$ cat config.mk
export PLATFORM = sky130hd
export DESIGN_NAME = instruction_operand_syntax_checker_top
export DESIGN_NICKNAME = d
export VERILOG_FILES = /design/src/hw/rtl/iosc_pkg.sv /design/src/hw/rtl/instruction_operand_syntax_checker_top.sv /design/src/hw/rtl/iosc_checker.sv /design/src/hw/rtl/iosc_out_buf.sv
export SDC_FILE = /design/constraint.sdc
export NUM_CORES = 1
export LEC_CHECK = 0
export BUFFER_PORTS_ARGS = -buffer_cell sky130_fd_sc_hd__buf_4
export CAP_MARGIN = 20
export CORE_MARGIN = 10
export CORE_UTILIZATION = 45
export CTS_CLUSTER_SIZE = 40
export DETAILED_ROUTE_END_ITERATION = 7
export HOLD_SLACK_MARGIN = 0.1
export SLEW_MARGIN = 20
export SYNTH_ARGS = -nofsm -noshare
export SYNTH_HDL_FRONTEND = slang
export SYNTH_SLANG_ARGS = --single-unit
$ cat constraint.sdc
create_clock -name clock -period 3.41 [get_ports clock]
set_input_delay 0.341 -clock clock [delete_from_list [all_inputs] [get_ports clock]]
set_output_delay 0.341 -clock clock [all_outputs]
set_load 0.01 [all_outputs]
$ cat src/hw/rtl/iosc_pkg.sv
package iosc_pkg;

   localparam int KIND_W = 4;
   localparam int CAT_W = 3;
   localparam int OPC_W = 8;
   localparam int ROW_W = 5;

   localparam logic [KIND_W-1:0] KIND_LBRK = 4'd9;
   localparam logic [KIND_W-1:0] KIND_COMMENT = 4'd5;
   localparam logic [KIND_W-1:0] KIND_REG = 4'd6;
   localparam logic [KIND_W-1:0] KIND_COMMA = 4'd7;
   localparam logic [KIND_W-1:0] KIND_NUMBER = 4'd8;
   localparam logic [KIND_W-1:0] KIND_RBRK = 4'd10;
   localparam logic [KIND_W-1:0] KIND_EXCL = 4'd11;
   localparam logic [KIND_W-1:0] KIND_IDENT = 4'd12;
   localparam logic [KIND_W-1:0] KIND_END = 4'd14;

   localparam logic [ROW_W-1:0] ROW_START = 5'd0;

   localparam logic [OPC_W-1:0] FORM_NONE = 8'h00;
   localparam logic [OPC_W-1:0] FORM_MOV_REG = 8'h70;
   localparam logic [OPC_W-1:0] FORM_MOV_IMM = 8'h80;
   localparam logic [OPC_W-1:0] FORM_BR_IND = 8'ha0;
   localparam logic [OPC_W-1:0] FORM_BR_DIR = 8'h90;
   localparam logic [OPC_W-1:0] FORM_BR_EXCL = 8'hb0;
   localparam logic [OPC_W-1:0] FORM_LS_PCREL = 8'h08;
   localparam logic [OPC_W-1:0] FORM_LS_EXCL = 8'h09;
   localparam logic [OPC_W-1:0] FORM_LS_POSTREG = 8'h07;

   typedef enum logic [CAT_W-1:0] {
      TBL_ARITH = 3'd0,
      TBL_MOVCMP = 3'd1,
      TBL_BRANCH = 3'd2,
      TBL_LDRSTR = 3'd3,
      TBL_MISC = 3'd4
   } table_type;

   typedef struct packed {
      logic accept;
      logic [OPC_W-1:0] code;
   } form_type;

   typedef struct packed {
      logic syntax_ok;
      logic [OPC_W-1:0] coded_form;
   } result_type;

   function automatic table_type table_sel(logic [CAT_W-1:0] cat);
      table_type tbl;
      case (cat)
         3'd1: tbl = TBL_MOVCMP;
         3'd2: tbl = TBL_BRANCH;
         3'd3: tbl = TBL_LDRSTR;
         3'd4: tbl = TBL_MISC;
         default: tbl = TBL_ARITH;
      endcase
      return tbl;
   endfunction

   // A zero result means there is no transition; the start row is never a target.
   function automatic logic [ROW_W-1:0] next_row(table_type tbl, logic [ROW_W-1:0] row,
                                                 logic [KIND_W-1:0] kind);
      logic [ROW_W-1:0] nxt;
      nxt = ROW_START;
      case (tbl)
         TBL_ARITH: begin
            case (row)
               5'd0: if (kind == KIND_REG) nxt = 5'd1;
               5'd1: if (kind == KIND_COMMA) nxt = 5'd2;
               5'd2: if (kind == KIND_REG) nxt = 5'd3;
               5'd3: if (kind == KIND_COMMA) nxt = 5'd4;
               5'd4: if (kind == KIND_REG || kind == KIND_NUMBER) nxt = 5'd5;
               default: nxt = ROW_START;
            endcase
         end
         TBL_MOVCMP: begin
            case (row)
               5'd0: if (kind == KIND_REG) nxt = 5'd1;
               5'd1: if (kind == KIND_COMMA) nxt = 5'd2;
               5'd2: begin
                  if (kind == KIND_REG) nxt = 5'd3;
                  else if (kind == KIND_NUMBER || kind == KIND_IDENT) nxt = 5'd4;
               end
               default: nxt = ROW_START;
            endcase
         end
         TBL_BRANCH: begin
            case (row)
               5'd0: begin
                  if (kind == KIND_NUMBER || kind == KIND_IDENT) nxt = 5'd4;
                  else if (kind == KIND_LBRK) nxt = 5'd1;
                  else if (kind == KIND_EXCL) nxt = 5'd5;
               end
               5'd1: if (kind == KIND_REG) nxt = 5'd2;
               5'd2: if (kind == KIND_RBRK) nxt = 5'd3;
               5'd5: if (kind == KIND_IDENT) nxt = 5'd6;
               default: nxt = ROW_START;
            endcase
         end
         TBL_LDRSTR: begin
            case (row)
               5'd0: if (kind == KIND_REG) nxt = 5'd1;
               5'd1: if (kind == KIND_COMMA) nxt = 5'd2;
               5'd2: begin
                  if (kind == KIND_NUMBER || kind == KIND_IDENT) nxt = 5'd8;
                  else if (kind == KIND_LBRK) nxt = 5'd3;
                  else if (kind == KIND_EXCL) nxt = 5'd20;
               end
               5'd3: if (kind == KIND_REG) nxt = 5'd4;
               5'd4: begin
                  if (kind == KIND_COMMA) nxt = 5'd5;
                  else if (kind == KIND_RBRK) nxt = 5'd9;
               end
               5'd5: begin
                  if (kind == KIND_REG) nxt = 5'd6;
                  else if (kind == KIND_NUMBER) nxt = 5'd7;
               end
               5'd6: begin
                  if (kind == KIND_COMMA) nxt = 5'd17;
                  else if (kind == KIND_RBRK) nxt = 5'd11;
               end
               5'd7: if (kind == KIND_RBRK) nxt = 5'd10;
               5'd9: if (kind == KIND_COMMA) nxt = 5'd14;
               5'd10: if (kind == KIND_EXCL) nxt = 5'd12;
               5'd11: if (kind == KIND_EXCL) nxt = 5'd13;
               5'd14: begin
                  if (kind == KIND_REG) nxt = 5'd16;
                  else if (kind == KIND_NUMBER) nxt = 5'd15;
               end
               5'd17: if (kind == KIND_NUMBER) nxt = 5'd18;
               5'd18: if (kind == KIND_RBRK) nxt = 5'd19;
               5'd20: if (kind == KIND_IDENT) nxt = 5'd21;
               default: nxt = ROW_START;
            endcase
         end
         TBL_MISC: begin
            case (row)
               5'd0: begin
                  if (kind == KIND_REG) nxt = 5'd2;
                  else if (kind == KIND_NUMBER) nxt = 5'd1;
               end
               5'd2: if (kind == KIND_COMMA) nxt = 5'd3;
               5'd3: if (kind == KIND_REG) nxt = 5'd4;
               default: nxt = ROW_START;
            endcase
         end
         default: nxt = ROW_START;
      endcase
      return nxt;
   endfunction

   function automatic form_type form_code(table_type tbl, logic [ROW_W-1:0] row);
      form_type fc;
      fc = '{accept: 1'b0, code: FORM_NONE};
      case (tbl)
         TBL_ARITH: begin
            if (row == 5'd5) fc = '{accept: 1'b1, code: FORM_NONE};
         end
         TBL_MOVCMP: begin
            case (row)
               5'd3: fc = '{accept: 1'b1, code: FORM_MOV_REG};
               5'd4: fc = '{accept: 1'b1, code: FORM_MOV_IMM};
               default: fc = '{accept: 1'b0, code: FORM_NONE};
            endcase
         end
         TBL_BRANCH: begin
            case (row)
               5'd3: fc = '{accept: 1'b1, code: FORM_BR_IND};
               5'd4: fc = '{accept: 1'b1, code: FORM_BR_DIR};
               5'd6: fc = '{accept: 1'b1, code: FORM_BR_EXCL};
               default: fc = '{accept: 1'b0, code: FORM_NONE};
            endcase
         end
         TBL_LDRSTR: begin
            case (row)
               5'd8: fc = '{accept: 1'b1, code: 8'h00};
               5'd9: fc = '{accept: 1'b1, code: 8'h01};
               5'd10: fc = '{accept: 1'b1, code: 8'h02};
               5'd11: fc = '{accept: 1'b1, code: 8'h03};
               5'd12: fc = '{accept: 1'b1, code: 8'h04};
               5'd13: fc = '{accept: 1'b1, code: 8'h05};
               5'd15: fc = '{accept: 1'b1, code: 8'h06};
               5'd16: fc = '{accept: 1'b1, code: FORM_LS_POSTREG};
               5'd19: fc = '{accept: 1'b1, code: FORM_LS_PCREL};
               5'd21: fc = '{accept: 1'b1, code: FORM_LS_EXCL};
               default: fc = '{accept: 1'b0, code: FORM_NONE};
            endcase
         end
         TBL_MISC: begin
            if (row == 5'd1 || row == 5'd4) fc = '{accept: 1'b1, code: FORM_NONE};
         end
         default: fc = '{accept: 1'b0, code: FORM_NONE};
      endcase
      return fc;
   endfunction

endpackage

$ cat src/hw/rtl/instruction_operand_syntax_checker_top.sv
// Operand syntax checker for assembler instructions.
// The req channel carries one token per item from a lexer. The first token
// of an instruction is the instruction token: it loads the table category and
// base opcode. Later tokens walk the selected transition table; a token with
// no transition marks the instruction failed until it closes. An end or
// comment token closes the instruction and yields exactly one rsp item with
// the syntax flag and the coded form; other tokens yield no rsp item.
// Throughput is one token per cycle while req_tready is high. A token waits
// in the input register while the table lookup runs; the result of a closing
// token then enters a two-entry output buffer, which drives rsp_tvalid.
// When the receiver stalls, the buffer absorbs up to two results;
// after that a closing token waits in the input register and req_tready
// drops, while non-closing tokens keep flowing until then.
// Reset clears the buffer and returns the checker to awaiting an instruction
// token; it takes effect on the next rising clock edge.
module instruction_operand_syntax_checker_top
   import iosc_pkg::*;
(
   input  logic        clock,
   input  logic        reset,
   input  logic        req_tvalid,
   output logic        req_tready,
   input  logic [7:0]  req_tdata,  // [7:0] base_opcode
   input  logic [6:0]  req_tuser,  // [3:0] token_kind, [6:4] category
   output logic        rsp_tvalid,
   input  logic        rsp_tready,
   output logic [7:0]  rsp_tdata,  // [7:0] coded_form
   output logic        rsp_tuser   // [0] syntax_ok
);

   logic       res_push;
   logic       res_ready;
   result_type res_item;
   result_type out_item;

   iosc_checker u_checker (
      .clock       (clock),
      .reset       (reset),
      .in_valid    (req_tvalid),
      .in_ready    (req_tready),
      .in_kind     (req_tuser[3:0]),
      .in_category (req_tuser[6:4]),
      .in_opcode   (req_tdata),
      .res_push    (res_push),
      .res_ready   (res_ready),
      .res_item    (res_item)
   );

   iosc_out_buf u_out_buf (
      .clock      (clock),
      .reset      (reset),
      .push       (res_push),
      .push_ready (res_ready),
      .push_item  (res_item),
      .out_valid  (rsp_tvalid),
      .out_ready  (rsp_tready),
      .out_item   (out_item)
   );

   assign rsp_tdata = out_item.coded_form;
   assign rsp_tuser = out_item.syntax_ok;

endmodule

$ cat src/hw/rtl/iosc_checker.sv
module iosc_checker
   import iosc_pkg::*;
(
   input  logic              clock,
   input  logic              reset,
   input  logic              in_valid,
   output logic              in_ready,
   input  logic [KIND_W-1:0] in_kind,
   input  logic [CAT_W-1:0]  in_category,
   input  logic [OPC_W-1:0]  in_opcode,
   output logic              res_push,
   input  logic              res_ready,
   output result_type        res_item
);

   logic              s1_valid_ff, s1_valid_in;
   logic [KIND_W-1:0] s1_kind_ff;
   logic [CAT_W-1:0]  s1_cat_ff;
   logic [OPC_W-1:0]  s1_opc_ff;

   logic [ROW_W-1:0]  row_ff, row_in;
   logic              failed_ff, failed_in;
   logic              awaiting_ff, awaiting_in;
   logic [CAT_W-1:0]  held_cat_ff, held_cat_in;
   logic [OPC_W-1:0]  held_opc_ff, held_opc_in;

   logic              s1_closing;
   logic              s1_advance;
   table_type         tbl;
   logic [ROW_W-1:0]  nxt_row;
   form_type          fc;

   assign s1_closing = (s1_kind_ff == KIND_COMMENT) || (s1_kind_ff == KIND_END);
   assign s1_advance = s1_valid_ff && (!s1_closing || res_ready);
   assign in_ready = !s1_valid_ff || s1_advance;
   assign s1_valid_in = in_valid || (s1_valid_ff && !s1_advance);

   assign tbl = table_sel(held_cat_ff);
   assign nxt_row = next_row(tbl, row_ff, s1_kind_ff);
   assign fc = form_code(tbl, row_ff);

   assign res_push = s1_advance && s1_closing;

   always_comb begin
      res_item.syntax_ok = !awaiting_ff && !failed_ff && fc.accept;
      res_item.coded_form = res_item.syntax_ok ? (held_opc_ff | fc.code) : FORM_NONE;
   end

   always_comb begin
      row_in = row_ff;
      failed_in = failed_ff;
      awaiting_in = awaiting_ff;
      held_cat_in = held_cat_ff;
      held_opc_in = held_opc_ff;
      if (s1_advance) begin
         if (s1_closing) begin
            row_in = ROW_START;
            failed_in = 1'b0;
            awaiting_in = 1'b1;
         end else if (awaiting_ff) begin
            held_cat_in = s1_cat_ff;
            held_opc_in = s1_opc_ff;
            row_in = ROW_START;
            failed_in = 1'b0;
            awaiting_in = 1'b0;
         end else if (!failed_ff) begin
            if (nxt_row == ROW_START) begin
               failed_in = 1'b1;
            end else begin
               row_in = nxt_row;
            end
         end
      end
   end

   always_ff @(posedge clock) begin
      if (in_ready) begin
         s1_kind_ff <= in_kind;
         s1_cat_ff <= in_category;
         s1_opc_ff <= in_opcode;
      end
      if (reset) begin
         s1_valid_ff <= 1'b0;
         row_ff <= ROW_START;
         failed_ff <= 1'b0;
         awaiting_ff <= 1'b1;
         held_cat_ff <= '0;
         held_opc_ff <= '0;
      end else begin
         if (in_ready) s1_valid_ff <= s1_valid_in;
         row_ff <= row_in;
         failed_ff <= failed_in;
         awaiting_ff <= awaiting_in;
         held_cat_ff <= held_cat_in;
         held_opc_ff <= held_opc_in;
      end
   end

`ifndef SYNTHESIS
   a_push_only_on_close: assert property (@(posedge clock) disable iff (reset)
      res_push |-> s1_valid_ff && s1_closing)
      else $error("result pushed for a non-closing item");
   a_zero_code_when_bad: assert property (@(posedge clock) disable iff (reset)
      res_push && !res_item.syntax_ok |-> res_item.coded_form == FORM_NONE)
      else $error("nonzero coded form on a rejected instruction");
   a_close_rearms: assert property (@(posedge clock) disable iff (reset)
      s1_advance && s1_closing |=> awaiting_ff && !failed_ff && row_ff == ROW_START)
      else $error("checker not rearmed after a closing item");
   a_no_fail_while_waiting: assert property (@(posedge clock) disable iff (reset)
      awaiting_ff |-> !failed_ff)
      else $error("failure flag set while awaiting an instruction token");
`endif

endmodule

$ cat src/hw/rtl/iosc_out_buf.sv
module iosc_out_buf
   import iosc_pkg::*;
(
   input  logic       clock,
   input  logic       reset,
   input  logic       push,
   output logic       push_ready,
   input  result_type push_item,
   output logic       out_valid,
   input  logic       out_ready,
   output result_type out_item
);

   result_type slot_ff [2];
   logic       wr_ptr_ff, rd_ptr_ff;
   logic [1:0] count_ff, count_in;
   logic       do_push, do_pop;

   assign push_ready = (count_ff != 2'd2);
   assign out_valid = (count_ff != 2'd0);
   assign out_item = slot_ff[rd_ptr_ff];
   assign do_push = push && push_ready;
   assign do_pop = out_valid && out_ready;

   always_comb begin
      count_in = count_ff;
      if (do_push && !do_pop) count_in = count_ff + 2'd1;
      else if (!do_push && do_pop) count_in = count_ff - 2'd1;
   end

   always_ff @(posedge clock) begin
      if (do_push) slot_ff[wr_ptr_ff] <= push_item;
      if (reset) begin
         wr_ptr_ff <= 1'b0;
         rd_ptr_ff <= 1'b0;
         count_ff <= 2'd0;
      end else begin
         if (do_push) wr_ptr_ff <= !wr_ptr_ff;
         if (do_pop) rd_ptr_ff <= !rd_ptr_ff;
         count_ff <= count_in;
      end
   end

endmodule
==> results.ini <==
[worst_setup_path]
r2r-start=u_checker.s1_kind_ff[1]$_DFFE_PN_
cp_top_family=compound AO/OA/AOI/OAI gates
slowest_stage=edfxtp_1
crit_path_max_incr_delay_ns=0.50
worstPathMaxFanout=5
path_cells=nor4bb_1 -> buf_4 -> and3_1 -> o21ai_1 -> nand4_1 -> o21ai_0 -> and3b_4 -> a21oi_4 -> o32ai_1 -> nand2_1 -> ha_1 -> mux2_4 -> a22o_1
cp.arrival_ns=3.59
cp_num_buf_inv=1
required_ns=3.65
worstSetupPathType=reg2reg
setup.worst_path.start=u_checker.s1_kind_ff[1]$_DFFE_PN_
startpoint_type=flop
cp-end-kind=flop

[power_and_ir_drop]
leakagePower_nw=1.74
power.density_nw_per_um2=382
ir_drop_v=0.000323

[status]
outcome=completed

[synthesis]
synth_area_um2=3680
ys.flop_type=edfxtp_1
postSynth.asyncResetShare_pct=0
yosysTopAreaCellShare_pct=27.0
synth_fp_nets=407
synth_common_cells=46 x nor2_1, 33 x edfxtp_1, 29 x dfxtp_1, 24 x nand2_1, 20 x a21oi_1
ys_ff_latch=62
yosysMostFrequentCell=nor2_1
synthCells=383
synth_edf_count=33
yosysSeqAreaShare_pct=42.8
synthTopCellsByArea=edfxtp_1 27%, dfxtp_1 16%, nor2_1 4.7%, mux2i_1 4.1%, mux2_2 3.4%
syn_avg_cell_area_um2=9.60
synth_warnings=0
yosysTopAreaCell=edfxtp_1
ys_types=76

[global_route]
grtUsageMet3_pct=4.53
use_met2_pct=23.3
grt_remaining_overflow=0
grt_first_pass_wirelength_um=15400
track_usage_pct=16.2
antenna_found_initial=0
grt_pass1_vias=2989
grt_busiest_layer=met2
use_met1_pct=22.6
grt_start_max_net_pins=32

[floorplan]
rows=32
die_w_um=110
num_io_pins=30
initial_core_util_pct=46.8
dieArea_um2=12200
core_area_um2=7850
die_h_um=110

[clocking]
clkLatencyLatePin_ns=0.34
clock_sinks=62
h-tree-depth=3
cts_buffer_depth=2
clkTransAtPathRegs_ns=0.07
cts_buffers=9
cts_tree=built
cts.hold.buffers_added=0
clock-root-buffer=clkbuf_8

[finish]
antenna_cells=0
final_nets=462
n_fill_cell=734
synthToLayoutAreaGrowth_pct=19.9
drive_gt1_share_pct=29.3
multi_input_area_um2=1940
seqCellArea_um2=1580

[sta]
slew_headroom_pct=49.6
tightest_slew_ns=0.756
period_share_pct=98.3
maxSlewViolCount=0
finalSetupTns_ns=0
setup-violations-final=0
period_needed_ns=3.35
worst_clock_skew_ns=0.00883
hold_viol=0
max_freq_mhz=298
holdWs_ns=0.169

[route]
drc=0
vias_per_cell=5.78
vias=3152
drtPass1Iterations=5
wl_um=9770
drt-initial-drc-count=280
ant_nets=0
routedWlPerCell_um=17.9

[run]
drv_cap=0

[worst_hold_path]
min_from=req_tuser[2]
hold_path_class=in2reg

[place]
gp_congestion=0.954
dpl.hpwl_um=7150
port-buffer-count=29

cells in the final DEF (no fill, tap or decap), types with 3 or more instances in the layout:
| cell type | instances |
|---|---|
| nor2b_1 | 11 |
| edfxtp_1 | 33 |
| a22o_1 | 3 |
| inv_2 | 3 |
| nand2_1 | 24 |
| clkinv_4 | 3 |
| o21ai_0 | 11 |
| mux2_2 | 11 |
| dfxtp_1 | 26 |
| nor3_1 | 11 |
| buf_4 | 71 |
| nand3_1 | 15 |
| clkbuf_8 | 9 |
| clkinv_2 | 3 |
| o31ai_1 | 3 |
| nand4_1 | 5 |
| nor2_1 | 45 |
| a21oi_1 | 19 |
| a21o_1 | 3 |
| xor2_1 | 6 |
| mux2i_1 | 15 |
| and3_1 | 6 |
| nor3b_1 | 3 |
| and2_1 | 3 |
| nand2b_1 | 9 |
| ha_1 | 5 |
| and3b_1 | 3 |
| inv_1 | 11 |
registers in the layout, summed over array words and instances (netlist names), 2 cells and up, named ones only:
name	cells
u_out_buf.slot_ff	18
u_checker.held_opc_ff	8
u_checker.s1_opc_ff	8
u_checker.row_ff	5
u_checker.s1_kind_ff	4
u_checker.held_cat_ff	3
u_checker.s1_cat_ff	3
u_out_buf.count_ff	2
per-stage QoR:
step | cell area [µm²] | util, % | power [mW] | setup slack (ns) | instances
floorplan | 3680 | - | 1.02 | 0.320 | 383
detailed placement | 4170 | 53.1 | 1.13 | 0.0332 | 526
CTS | 4340 | 55.3 | 1.69 | 0.00453 | 542
global placement | 4170 | 53.1 | 1.12 | 0.0863 | 526
finish | 4410 | 56.2 | 1.69 | 0.0564 | 545
global route | 4410 | 56.2 | 1.76 | -0.00107 | 545
layout make-up:
class	count	share of cell area, %
clock buffer	9	2.81
clock inverter	7	1.14
inverter	14	1.19
multi-input combinational	279	44.0
sequential	62	35.8
tap	102	2.90
timing repair buffer	72	12.2
timing repair:
action                                 in CTS  in global routing
setup endpoints to repair                   0                  5
endpoints found under the hold margin       0                  0
gates resized for setup                     0                 12
setup buffers                               0                  3
power by group:
group	switching [mW]	leakage [nW]	internal [mW]
clock network	0.305	0.0933	0.265
registers	0.0345	0.557	0.815
logic	0.126	1.09	0.140
worst paths after layout:
check,slack (ns),end,cells past startpoint
hold / removal,0.17,u_checker.s1_kind_ff[2]$_DFFE_PN_,1
setup reg to reg,0.06,flop,13
setup / recovery,0.06,flop,13
hold reg to reg,0.49,u_checker.held_cat_ff[0]$_SDFFE_PP0P_,2
cell families after synthesis:
family / synth area share (%)
buffers and inverters: 5.62
xor gates and xnor gates: 1.91
DFF: 42.8
AOI/OAI and AO/OA: 16.3
muxes: 7.86
adders and majority gates: 1.70
and+or+nand+nor: 23.9
per-layer routing:
| layer | vias up | share of wire (%) |
|---|---|---|
| met2 | 132 | 44 |
| met1 | 1482 | 46 |
| met5 | - | 0 |
| met4 | 0 | 2.5 |
| met3 | 27 | 7.0 |
| li1 | 1511 | - |
No activity file was read; power rests on OpenSTA's default activity.
